$ cat config.mk
export PLATFORM = sky130hd
export DESIGN_NAME = ipv4_text_validator
export DESIGN_NICKNAME = d
export VERILOG_FILES = /design/src/itv_pkg.sv /design/src/itv_update.sv /design/src/itv_out_reg.sv /design/src/ipv4_text_validator.sv
export SDC_FILE = /design/constraint.sdc
export NUM_CORES = 1
export LEC_CHECK = 0
export ABC_CLOCK_PERIOD_IN_PS = 3410
export BUFFER_PORTS_ARGS = -buffer_cell sky130_fd_sc_hd__buf_2
export CAP_MARGIN = 5
export CELL_PAD_IN_SITES_DETAIL_PLACEMENT = 1
export CELL_PAD_IN_SITES_GLOBAL_PLACEMENT = 1
export CORE_UTILIZATION = 42
export DETAILED_ROUTE_END_ITERATION = 16
export PLACE_DENSITY = 0.86
export SYNTH_ARGS = -nofsm -noshare
export SYNTH_HDL_FRONTEND = slang
export SYNTH_SLANG_ARGS = --single-unit
$ cat constraint.sdc
create_clock -name clk -period 3.41 [get_ports clk]
set_input_delay 0.682 -clock clk [delete_from_list [all_inputs] [get_ports clk]]
set_output_delay 0.682 -clock clk [all_outputs]
set_load 0.005 [all_outputs]
$ cat src/itv_pkg.sv
// ----------------------------------------------------------------------------
// itv_pkg
// Types, constants and the host-name table shared by the IPv4 text validator.
// ----------------------------------------------------------------------------
package itv_pkg;

	localparam int NameLen     = 9;
	localparam int OctetMax    = 255;
	localparam int OctetSat    = 256;
	localparam int PartsNeeded = 4;
	localparam int CountSat    = 7;

	localparam logic [7:0] CharDot  = 8'h2e;
	localparam logic [7:0] CharZero = 8'h30;
	localparam logic [7:0] CharNine = 8'h39;

	// Per-string scan state
	typedef struct packed {
		logic [8:0] octet_value;
		logic [2:0] part_count;
		logic       part_nonempty;
		logic       bad_seen;
		logic [3:0] name_position;
		logic       name_matching;
	} state_t;

	localparam state_t StateReset = '{
		octet_value:   9'd0,
		part_count:    3'd0,
		part_nonempty: 1'b0,
		bad_seen:      1'b0,
		name_position: 4'd0,
		name_matching: 1'b1
	};

	// Characters of "localhost" by position
	function automatic logic [7:0] name_char(input logic [3:0] pos);
		logic [7:0] c;
		case (pos)
			4'd0:    c = 8'h6c; // l
			4'd1:    c = 8'h6f; // o
			4'd2:    c = 8'h63; // c
			4'd3:    c = 8'h61; // a
			4'd4:    c = 8'h6c; // l
			4'd5:    c = 8'h68; // h
			4'd6:    c = 8'h6f; // o
			4'd7:    c = 8'h73; // s
			4'd8:    c = 8'h74; // t
			default: c = 8'h00;
		endcase
		return c;
	endfunction

endpackage

$ cat src/itv_update.sv
// ----------------------------------------------------------------------------
// itv_update
// Next-state and end-of-string result logic for one character beat.
// ----------------------------------------------------------------------------
module itv_update (
	input  itv_pkg::state_t cur,
	input  logic            has_char,
	input  logic [7:0]      char_code,
	input  logic            last,
	output itv_pkg::state_t nxt,
	output logic            result
);

	always_comb begin
		itv_pkg::state_t s;
		logic [11:0] v;
		logic        is_name;
		logic        is_quad;

		s = cur;
		v = 12'd0;
		is_name = 1'b0;
		is_quad = 1'b0;

		// Take the character
		if (has_char) begin
			// Track the host-name match
			if (cur.name_matching && cur.name_position < 4'(itv_pkg::NameLen) &&
					char_code == itv_pkg::name_char(cur.name_position)) begin
				s.name_position = cur.name_position + 4'd1;
			end else begin
				s.name_matching = 1'b0;
			end

			if (char_code == itv_pkg::CharDot) begin
				// Close the current part
				if (!cur.part_nonempty || cur.octet_value > 9'(itv_pkg::OctetMax))
					s.bad_seen = 1'b1;
				if (cur.part_count < 3'(itv_pkg::CountSat))
					s.part_count = cur.part_count + 3'd1;
				s.octet_value = 9'd0;
				s.part_nonempty = 1'b0;
			end else if (char_code >= itv_pkg::CharZero && char_code <= itv_pkg::CharNine) begin
				// Accumulate a decimal digit, saturating
				v = {cur.octet_value, 3'b000} + {2'b00, cur.octet_value, 1'b0}
					+ {4'd0, char_code - itv_pkg::CharZero};
				s.octet_value = (v > 12'(itv_pkg::OctetSat)) ? 9'(itv_pkg::OctetSat) : v[8:0];
				s.part_nonempty = 1'b1;
			end else begin
				s.bad_seen = 1'b1;
			end
		end

		// Finish the string
		if (last) begin
			is_name = s.name_matching && s.name_position == 4'(itv_pkg::NameLen);
			if (s.part_nonempty) begin
				if (s.octet_value > 9'(itv_pkg::OctetMax))
					s.bad_seen = 1'b1;
				if (s.part_count < 3'(itv_pkg::CountSat))
					s.part_count = s.part_count + 3'd1;
			end
			is_quad = !s.bad_seen && s.part_count == 3'(itv_pkg::PartsNeeded);
			s = itv_pkg::StateReset;
		end

		nxt = s;
		result = is_name || is_quad;
	end

endmodule

$ cat src/itv_out_reg.sv
// ----------------------------------------------------------------------------
// itv_out_reg
// Result register on the master side; holds a beat until it is taken.
// ----------------------------------------------------------------------------
module itv_out_reg (
	input  logic       clk,
	input  logic       arst_n,
	input  logic       load,
	input  logic       load_data,
	output logic       load_ready,
	output logic       m_axis_tvalid,
	input  logic       m_axis_tready,
	output logic [7:0] m_axis_tdata   // [0] valid_res, [7:1] zero
);

	logic valid_q;
	logic data_q;

	assign load_ready = !valid_q || m_axis_tready;

	// Hold the result until the sink takes it
	always_ff @(posedge clk or negedge arst_n) begin
		if (!arst_n) begin
			valid_q <= 1'b0;
		end else if (load_ready) begin
			valid_q <= load;
		end
	end

	always_ff @(posedge clk) begin
		if (load_ready && load) begin
			data_q <= load_data;
		end
	end

	assign m_axis_tvalid = valid_q;
	assign m_axis_tdata  = {7'd0, data_q};

endmodule

$ cat src/ipv4_text_validator.sv
// ----------------------------------------------------------------------------
// ipv4_text_validator
// Checks a character stream for "localhost" or a dotted-decimal IPv4 address.
// ----------------------------------------------------------------------------
// Result path: the beat that carries tlast is held in the input register, and its result then in the result register.
// Throughput: one character beat per cycle, but a last beat stalls while the result register cannot take it.
// Reset: arst_n clears the input stage, the scan state and the result register;
// the scan state also returns to reset after each string.
module ipv4_text_validator (
	input  logic       clk,
	input  logic       arst_n,
	input  logic       s_axis_tvalid,
	output logic       s_axis_tready,
	input  logic [7:0] s_axis_tdata,   // [7:0] char_code
	input  logic       s_axis_tuser,   // [0] has_char
	input  logic       s_axis_tlast,   // last
	output logic       m_axis_tvalid,
	input  logic       m_axis_tready,
	output logic [7:0] m_axis_tdata    // [0] valid_res, [7:1] zero
);

	logic            valid_s1;
	logic [7:0]      char_s1;
	logic            has_char_s1;
	logic            last_s1;
	itv_pkg::state_t state_q;
	itv_pkg::state_t state_nxt;
	logic            result;
	logic            out_ready;
	logic            advance;

	// Advance the input stage unless its result has nowhere to go
	assign advance       = valid_s1 && (!last_s1 || out_ready);
	assign s_axis_tready = !valid_s1 || advance;

	// Input register
	always_ff @(posedge clk or negedge arst_n) begin
		if (!arst_n) begin
			valid_s1 <= 1'b0;
		end else if (s_axis_tready) begin
			valid_s1 <= s_axis_tvalid;
		end
	end

	always_ff @(posedge clk) begin
		if (s_axis_tready && s_axis_tvalid) begin
			char_s1     <= s_axis_tdata;
			has_char_s1 <= s_axis_tuser;
			last_s1     <= s_axis_tlast;
		end
	end

	// Scan state
	always_ff @(posedge clk or negedge arst_n) begin
		if (!arst_n) begin
			state_q <= itv_pkg::StateReset;
		end else if (advance) begin
			state_q <= state_nxt;
		end
	end

	itv_update u_update (
		.cur       (state_q),
		.has_char  (has_char_s1),
		.char_code (char_s1),
		.last      (last_s1),
		.nxt       (state_nxt),
		.result    (result)
	);

	itv_out_reg u_out (
		.clk           (clk),
		.arst_n        (arst_n),
		.load          (advance && last_s1),
		.load_data     (result),
		.load_ready    (out_ready),
		.m_axis_tvalid (m_axis_tvalid),
		.m_axis_tready (m_axis_tready),
		.m_axis_tdata  (m_axis_tdata)
	);

endmodule
# After elaboration in Yosys (flattened, before gate mapping)

Memory sizes are Yosys's and may differ from the RTL's.
Cells that the tools add are included.

Word-level logic and storage cells: 72
Memories: 1
Output and inout bits: 10
Register bits: 32
Input bits: 14
ROM bits: 112

Magnitude comparators: 8
Reduce and logical (&&, ||, !) cells: 19
Equality and inequality tests: 4
Mux-type cells: 22
Add/sub/neg operators: 6

Memory list:

| name            | words | width | rd ports | clocked after Yosys merged registers in | write ports | line          | text |
|---|---|---|---|---|---|---|---|
| (no name shown) | 16    | 7     | 1        | 0                                       | 0           | itv_pkg.sv:39 | `case (pos)` |

Operators by type and width:

| operator            | count |
|---|---|
| $mux 19             | 2 |
| $mux 9              | 3 |
| $gt 9x8->1 const B  | 2 |
| $mux 3              | 5 |
| $add 12x10->12      | 1 |
| $add 12x8->12       | 1 |
| $gt 12x9->1 const B | 1 |
| $logic_and 1x1->1   | 9 |
| $mux 1              | 9 |
| $eq 8x6->1 const B  | 1 |
| $eq 8x8->1          | 1 |
| $ge 8x6->1 const B  | 1 |
| $le 8x6->1 const B  | 1 |
| $mux 8              | 1 |
| $sub 8x6->8 const B | 1 |
| $add 3x1->3 const B | 2 |
| $lt 3x3->1 const B  | 2 |
| $logic_not 1->1     | 5 |
| $logic_or 1x1->1    | 5 |
| $add 4x1->4 const B | 1 |
| $eq 4x4->1 const B  | 1 |
| $lt 4x4->1 const B  | 1 |
| $mux 4              | 1 |
| $eq 3x3->1 const B  | 1 |
| $mux 2              | 1 |

# Logic depth before layout (Yosys ltp)

Gate-level depths: netlist of the first run.

Depth after elaboration: 15
Mapped depth: 13
Mapped depth without buffers: 12

# Hierarchy

From an unflattened synthesis of the first run, not the netlist that was laid out.

Cell total of the unflattened synthesis: 254
Area, all modules: 2687.6 sq um

Modules (own cells, without submodules):

| module              | cells each | area an instance (sq um) | instances | sequential area each (sq um) |
|---|---|---|---|---|
| itv_update          | 184        | 1418.9                   | 1         | 0.0 |
| ipv4_text_validator | 56         | 1121.1                   | 1         | 802.0 |
| itv_out_reg         | 14         | 147.6                    | 1         | 55.1 |

# Least setup slack after synthesis of the first run

No wires, ideal clock.

Path type: register -> register
From: register char_s1[4]
To: register u_out.data_q, data pin
Required time: 3.143 ns
Clock period less this slack: 3.290 ns
Path slack: 0.120 ns
Data arrival time: 3.022 ns
Cell stages (with the launch flop): 13
Path buffers: 1
Setup time: 0.267 ns
Cells stage by stage: edfxtp_1 -> ha_1 -> xnor2_1 -> fa_1 -> ha_1 -> buf_6 -> a21o_1 -> a31o_2 -> o2111ai_1 -> a41oi_1 -> and3_1 -> a211oi_1 -> o32ai_2

Word-level cells in the longest chain between the ends: 15
Elaborated cells between the ends (all ways): 36
Those cells by class: 3 x add/sub; 5 x order compare; 4 x eq/ne; 18 x mux; 6 x reduce/logical

Ends and longest elaborated chain:

| what                   | line                      | text |
|---|---|---|
| start, declared        | ipv4_text_validator.sv:23 | `logic [7:0] char_s1;` |
| start signal, assigned | ipv4_text_validator.sv:47 | `char_s1 <= s_axis_tdata;` |
| $sub 8x6->8            | itv_update.sv:46          | `+ {4'd0, char_code - itv_pkg::CharZero};` |
| $add 12x8->12          | itv_update.sv:46          |  |
| $gt 12x9->1            | itv_update.sv:47          | `s.octet_value = (v > 12'(itv_pkg::OctetSat)) ? 9'(itv_pkg::OctetSat) : v[8:0];` |
| $mux 9                 | itv_update.sv:47          |  |
| $mux 9                 | itv_update.sv:43          | `end else if (char_code >= itv_pkg::CharZero && char_code <= itv_pkg::CharNine) begin` |
| $mux 9                 | itv_update.sv:35          | `if (char_code == itv_pkg::CharDot) begin` |
| $mux 19 (*)            | itv_update.sv:26          | `if (has_char) begin` |
| $gt 9x8->1             | itv_update.sv:58          | `if (s.octet_value > 9'(itv_pkg::OctetMax))` |
| $mux 1                 | itv_update.sv:58          |  |
| $mux 1                 | itv_update.sv:57          | `if (s.part_nonempty) begin` |
| $mux 1                 | itv_update.sv:55          | `if (last) begin` |
| $logic_not 1->1        | itv_update.sv:63          | `is_quad = !s.bad_seen && s.part_count == 3'(itv_pkg::PartsNeeded);` |
| $logic_and 1x1->1      | itv_update.sv:63          |  |
| $mux 1                 | itv_update.sv:55          |  |
| $logic_or 1x1->1 (*)   | itv_update.sv:68          | `result = is_name \|\| is_quad;` |
| via result             | ipv4_text_validator.sv:28 | `logic result;` |
| end signal, assigned   | itv_out_reg.sv:32         | `data_q <= load_data;` |
| end, declared          | itv_out_reg.sv:17         | `logic data_q;` |

The timed path passes the listed nets; every way through them passes the cells marked *. The select of a mux whose other input is x is not followed.
A chain may end at the register's enable or synchronous reset.

# Final worst setup path of the first run

From: register char_s1[5]
To: register u_out.data_q, data pin

Same word-level chain as after synthesis.

==> flow_summary.json, run 1 <==
{
  "area_delta_synth_final_pct": 16.0,
  "ir_drop_mv": 0.350,
  "status": "complete, no violations",
  "cap_violations": 0,
  "slew_headroom": 0.579,
  "finalCritPeriodShare": 0.995,
  "r2r-start": "char_s1[5]$_DFFE_PP_",
  "nFillCells": 665,
  "hold_class": "input pin to asynchronous set/reset pin",
  "die_x_um": 79.0,
  "path_buf_inv": 1,
  "stdcell_area_sq_um": 2890,
  "rows": 27,
  "holdWs_ps": 360,
  "rr_worst_depth": 12,
  "multi_input_area_sq_um": 1570,
  "chipHeight_um": 79.0,
  "cp.arrival_ps": 3510,
  "drt_iter0_markers": 89,
  "ys_seq_area_frac": 0.345,
  "final_net_count": 328,
  "diodes": 0,
  "hold_viol_final": 0,
  "crit_path_end_kind": "flip-flop",
  "drtAntennaViolNets": 0,
  "initial_core_util": 0.444,
  "layout_common_cells": "dfrtp_1 (20), nand2_1 (18), nor2_1 (18), ha_1 (17), buf_2 (16)",
  "skew_ps": 8.18,
  "insertion_delay_ps": 290,
  "min_period_ps": 3390,
  "tritoncts": "done",
  "root_buffer": "clkbuf_8",
  "grt_overflow_total": 0,
  "grt_setup_unrepaired": "true",
  "postSynthCellCount": 260,
  "cp_slowest_stage_delay_ps": 580,
  "rr_endpoint": "u_out.data_q$_DFFE_PP_",
  "ys_ff_latch": 32,
  "setup_viol": 0,
  "power.density_nw_per_um2": 346,
  "dp.cells": 348,
  "regArea_sq_um": 857,
  "cts.sinks": 32,
  "ys_types": 59,
  "r2r_slack_ps": 20,
  "synth_flop_cell": "dfrtp_1",
  "path_cells": "ha_2 > xnor2_2 > fa_1 > ha_4 > buf_6 > nand4_1 > a21oi_2 > or4_1 > a22oi_2 > and3_4 > a211oi_2 > o32ai_2",
  "synth_top_area_cell": "dfrtp_1",
  "syn_area_per_cell_sq_um": 9.57,
  "place_hpwl_mm": 5.04,
  "power_mw": 0.998,
  "grt_pass1_wl_mm": 11.9,
  "synth_area_leaders": "dfrtp_1 (20%), edfxtp_1 (13%), ha_1 (11%)",
  "leakage_nw": 1.27,
  "crit_family": "adder cells",
  "final_common_cell": "dfrtp_1",
  "drcViolationCount": 0,
  "num_vias": 2194,
  "fin_cells": 360,
  "ctsHtreeMaxLevel": 2,
  "wl_per_cell_um": 20.1,
  "cp.required_ps": 3530,
  "cts_buffers": 5,
  "syn_area_sq_um": 2490,
  "fmax_ghz": 0.295,
  "grt_pass1_vias": 2407,
  "dr.pass1.iters": 4,
  "track_usage": 0.253,
  "grt_start_max_net_pins": 22,
  "antenna_found_initial": 0,
  "synth_edf_count": 11,
  "placed_cell_area_sq_um": 2640,
  "synthArstFlopShare": 0.656,
  "cp-start-kind": "flip-flop",
  "yosysTopAreaCellShare": 0.201,
  "tightest_slew_ps": 628,
  "yosys_warnings": 0,
  "gp_congestion": 0.883,
  "io_pins": 24,
  "cp_max_fo": 5,
  "cts_buffer_depth": 2,
  "slew_violations": 0,
  "routed_via_density": 6.09,
  "slowest_stage": "fa_1",
  "worstSetupPathType": "flip-flop to flip-flop",
  "drive_gt1_frac": 0.219,
  "totalWireLength_mm": 7.23,
  "clk_pin_slew_worst_paths_ps": 70,
  "final_util": 0.515,
  "portBuffers": 16,
  "die_area_sq_um": 6230,
  "core_sq_um": 5610
}
worst register-to-register path, cell delays in order (launching register included):
cell      delay, ps
edfxtp_1        490
ha_2            260
xnor2_2         140
fa_1            580
ha_4            240
buf_6           130
nand4_1          90
a21oi_2          50
or4_1           480
a22oi_2         250
and3_4          230
a211oi_2         70
o32ai_2         210
sequential cells by signal, indices dropped and copies added (netlist names):
signal / flops
char_s1: 8
has_char_s1: 1
u_out.m_axis_tvalid: 1
u_out.data_q: 1
state_q: 19
valid_s1: 1
last_s1: 1
Yosys cell counts (all sizes together) (4+ instances only):
| library cell | count |
|---|---|
| a21oi | 18 |
| a22o | 7 |
| and2 | 4 |
| buf | 14 |
| dfrtp | 20 |
| edfxtp | 11 |
| fa | 6 |
| ha | 21 |
| inv | 16 |
| mux2i | 4 |
| nand2 | 18 |
| nand2b | 4 |
| nand3 | 9 |
| nand4 | 7 |
| nor2 | 19 |
| nor2b | 5 |
| o21ai | 13 |
| xor2 | 5 |
power breakdown:
part           switching [mW]  internal, mW
Clock                   0.147         0.258
Combinational          0.0938        0.0656
Sequential             0.0184         0.416
metal layers:
layer | vias up | GRT usage | routed length (um)
li1 | 1007 | - | -
met3 | 16 | 0.0402 | 237
met2 | 63 | 0.454 | 3770
met1 | 1108 | 0.295 | 3040
met5 | - | 0 | 0
met4 | 0 | 0.113 | 180
cell families after synthesis:
family / synth area share
fa+ha+maj: 0.154
buf+inv: 0.0694
other cells: 0.00151
mux: 0.0161
xor+xnor: 0.0282
compound gates: 0.207
flops: 0.345
simple gates: 0.179
worst max-delay path by stage:
stage                               from                endpoint  slack, ps  depth (start not counted)
floorplan           char_s1[4]$_DFFE_PP_  u_out.data_q$_DFFE_PP_        120                         12
global placement    char_s1[4]$_DFFE_PP_  u_out.data_q$_DFFE_PP_         70                         12
detailed placement  char_s1[4]$_DFFE_PP_  u_out.data_q$_DFFE_PP_       -200                         11
CTS                 char_s1[4]$_DFFE_PP_  u_out.data_q$_DFFE_PP_          8                         12
global route        char_s1[5]$_DFFE_PP_  u_out.data_q$_DFFE_PP_        -60                         12
finish              char_s1[5]$_DFFE_PP_  u_out.data_q$_DFFE_PP_         20                         12
through the flow:
step / setup TNS [ps] / setup slack (ps)
6_report: 0 / 18.3
5_1_grt: -104 / -58.7
4_1_cts: 0 / 7.54
3_5_place_dp: -901 / -202
3_3_place_gp: 0 / 65.7
2_1_floorplan: 0 / 120
repair_timing:
item,CTS,global route
hold buffers,0,0
gates resized for setup,10,12
buffers inserted,1,3
endpoints found under the setup margin,10,10
pin swaps,3,10
area by class of cell:
class,instances,area share
well taps,72,0.0312
flip-flops and latches,32,0.297
repair buffers,29,0.0629
inverters,16,0.0208
clock buffers,7,0.0334
clock inverters,1,0.0104
multi-input cells,203,0.544
Power figures use the tool's default switching activity.
==> run 2: changes to the inputs <==
--- a/config.mk
+++ b/config.mk
@@ -8,11 +8,9 @@
 export ABC_CLOCK_PERIOD_IN_PS = 3410
 export BUFFER_PORTS_ARGS = -buffer_cell sky130_fd_sc_hd__buf_2
 export CAP_MARGIN = 5
-export CELL_PAD_IN_SITES_DETAIL_PLACEMENT = 1
-export CELL_PAD_IN_SITES_GLOBAL_PLACEMENT = 1
-export CORE_UTILIZATION = 42
+export CORE_UTILIZATION = 50
 export DETAILED_ROUTE_END_ITERATION = 16
-export PLACE_DENSITY = 0.86
+export PLACE_DENSITY = 0.81
 export SYNTH_ARGS = -nofsm -noshare
 export SYNTH_HDL_FRONTEND = slang
 export SYNTH_SLANG_ARGS = --single-unit
==> run 2 against run 1 <==
  * Hold slack got worse by 11 ps
  * Sequential share of layout area increased by 0.96 points
  * Fmax grew 2.6%
  * Largest power group unchanged
  * Critical endpoint unchanged
==> flow_summary.json, run 2 (same netlist as run 1, synthesis figures left out) <==
{
  "status": "complete, no violations",
  "ctsHtreeMaxLevel": 2,
  "initial_core_util": 0.523,
  "drive_gt1_frac": 0.187,
  "leakage_nw": 1.22,
  "grt_util_met3": 0.0403,
  "fmax_ghz": 0.303,
  "cts_buffer_depth": 2,
  "root_buffer": "clkbuf_8",
  "power.density_nw_per_um2": 313,
  "slowest_stage": "fa_1",
  "io_pins": 24,
  "grt_pass1_wl_mm": 8.67,
  "regMostFlops": "state_q",
  "wl_per_cell_um": 15.2,
  "setup_viol": 0,
  "skew_ps": 4.58,
  "final_common_cell": "dfrtp_1",
  "dr.pass1.iters": 4,
  "num_vias": 2071,
  "ir_drop_mv": 0.323,
  "grt_start_max_net_pins": 22,
  "crit_path_end_kind": "flip-flop",
  "drt_iter0_markers": 148,
  "rr_worst_depth": 11,
  "antenna_found_initial": 0,
  "cp_slowest_stage_delay_ps": 550,
  "core_sq_um": 4750,
  "insertion_delay_ps": 280,
  "diodes": 0,
  "tritoncts": "done",
  "slew_violations": 0,
  "cp-start-kind": "flip-flop",
  "gp_congestion": 0.870,
  "layout_common_cells": "dfrtp_1 (20), nor2_1 (19), nand2_1 (18), ha_1 (17)",
  "use_met2": 0.366,
  "hold_viol_final": 0,
  "grt_overflow_total": 0,
  "portBuffers": 16,
  "die_x_um": 72.5,
  "cts_buffers": 5,
  "drtAntennaViolNets": 0,
  "routed_via_density": 5.90,
  "grt_pass1_vias": 2001,
  "track_usage": 0.214,
  "drcViolationCount": 0,
  "slew_headroom": 0.605,
  "cap_violations": 0,
  "rows": 25,
  "cpMostUsedCell": "a211oi_2",
  "finalCritPeriodShare": 0.969,
  "final_net_count": 324,
  "largest_registers": "state_q (19), char_s1 (8)",
  "area_delta_synth_final_pct": 12.4,
  "cp.required_ps": 3530,
  "tightest_slew_ps": 588,
  "worstSetupPathType": "flip-flop to flip-flop",
  "cp.arrival_ps": 3420,
  "use_met1": 0.267,
  "clk_pin_slew_worst_paths_ps": 70,
  "place_hpwl_mm": 3.98,
  "cp_max_fo": 6,
  "path_cells": "ha_2 > xnor2_2 > fa_1 > ha_4 > a211oi_2 > nor2_1 > or4_1 > a22oi_2 > and3_4 > a211oi_2 > o32ai_2",
  "cts.sinks": 32,
  "largest_reg_flops": 19,
  "chipHeight_um": 72.5,
  "ctsHoldBuffers": 0,
  "die_area_sq_um": 5260,
  "totalWireLength_mm": 5.34,
  "min_period_ps": 3310,
  "grt.busiest_layer": "met2",
  "power_mw": 0.876,
  "hold_class": "input pin to asynchronous set/reset pin",
  "final_util": 0.588
}
[run 2: layout make-up]
| type | count | area, sq um |
|---|---|---|
| Clock buffer | 6 | 82.6 |
| Fill cell | 404 | 1960 |
| Multi-Input combinational cell | 203 | 1550 |
| Sequential cell | 32 | 857 |
| Inverter | 16 | 60.1 |
| Clock inverter | 2 | 15.0 |
| Timing Repair Buffer | 25 | 148 |
| Tap cell | 67 | 83.8 |
[run 2: worst max-delay path, delay by kind of cell, from the launching register on]
| kind | cells | cell delay (ps) |
|---|---|---|
| xor gates and xnor gates | 1 | 140 |
| AOI/OAI and AO/OA | 4 | 710 |
| DFF | 1 | 460 |
| and+or+nand+nor | 3 | 780 |
| adders and majority gates | 3 | 1030 |
[run 2: worst paths after layout]
check,start,end,slack (ps)
setup reg to reg,char_s1[5]$_DFFE_PP_,u_out.data_q$_DFFE_PP_,100
hold reg to reg,state_q[0]$_DFFE_PN1P_,state_q[0]$_DFFE_PN1P_,520
hold / removal,arst_n,u_out.m_axis_tvalid$_DFFE_PN0P_,350
setup / recovery,char_s1[5]$_DFFE_PP_,u_out.data_q$_DFFE_PP_,100
min in group clk,state_q[0]$_DFFE_PN1P_,state_q[0]$_DFFE_PN1P_,520
max in group asynchronous,arst_n,state_q[0]$_DFFE_PN1P_,2710
[run 2: power by group]
group / internal [mW] / switching [mW]
Clock: 0.163 / 0.142
Combinational: 0.0591 / 0.0795
Sequential: 0.416 / 0.0165
Total: 0.638 / 0.238
[run 2: timing repair]
action	CTS	global route
setup endpoints to repair	1	10
pin swaps	0	10
gates resized for setup	1	11
setup buffers	2	1
[run 2: routing by layer]
| layer | up-vias | share of wire | routed length (um) |
|---|---|---|---|
| met3 | 13 | 0.036 | 195 |
| met1 | 992 | 0.45 | 2400 |
| li1 | 1003 | - | - |
| met2 | 63 | 0.49 | 2640 |
| met4 | 0 | 0.021 | 110 |
| met5 | - | 0 | 0 |
[run 2: metrics by stage]
| stage | TNS, ps | setup WS [ps] | hold WS (ps) | instance area, sq um | cells |
|---|---|---|---|---|---|
| CTS | 0 | 1.25 | 363 | 2730 | 350 |
| detailed placement | -29.2 | -29.2 | 496 | 2610 | 340 |
| floorplan | 0 | 120 | 386 | 2510 | 266 |
| global placement | 0 | 49.6 | 461 | 2610 | 340 |
| finish | 0 | 104 | 350 | 2800 | 351 |
| global route | -47.0 | -27.1 | 386 | 2800 | 351 |
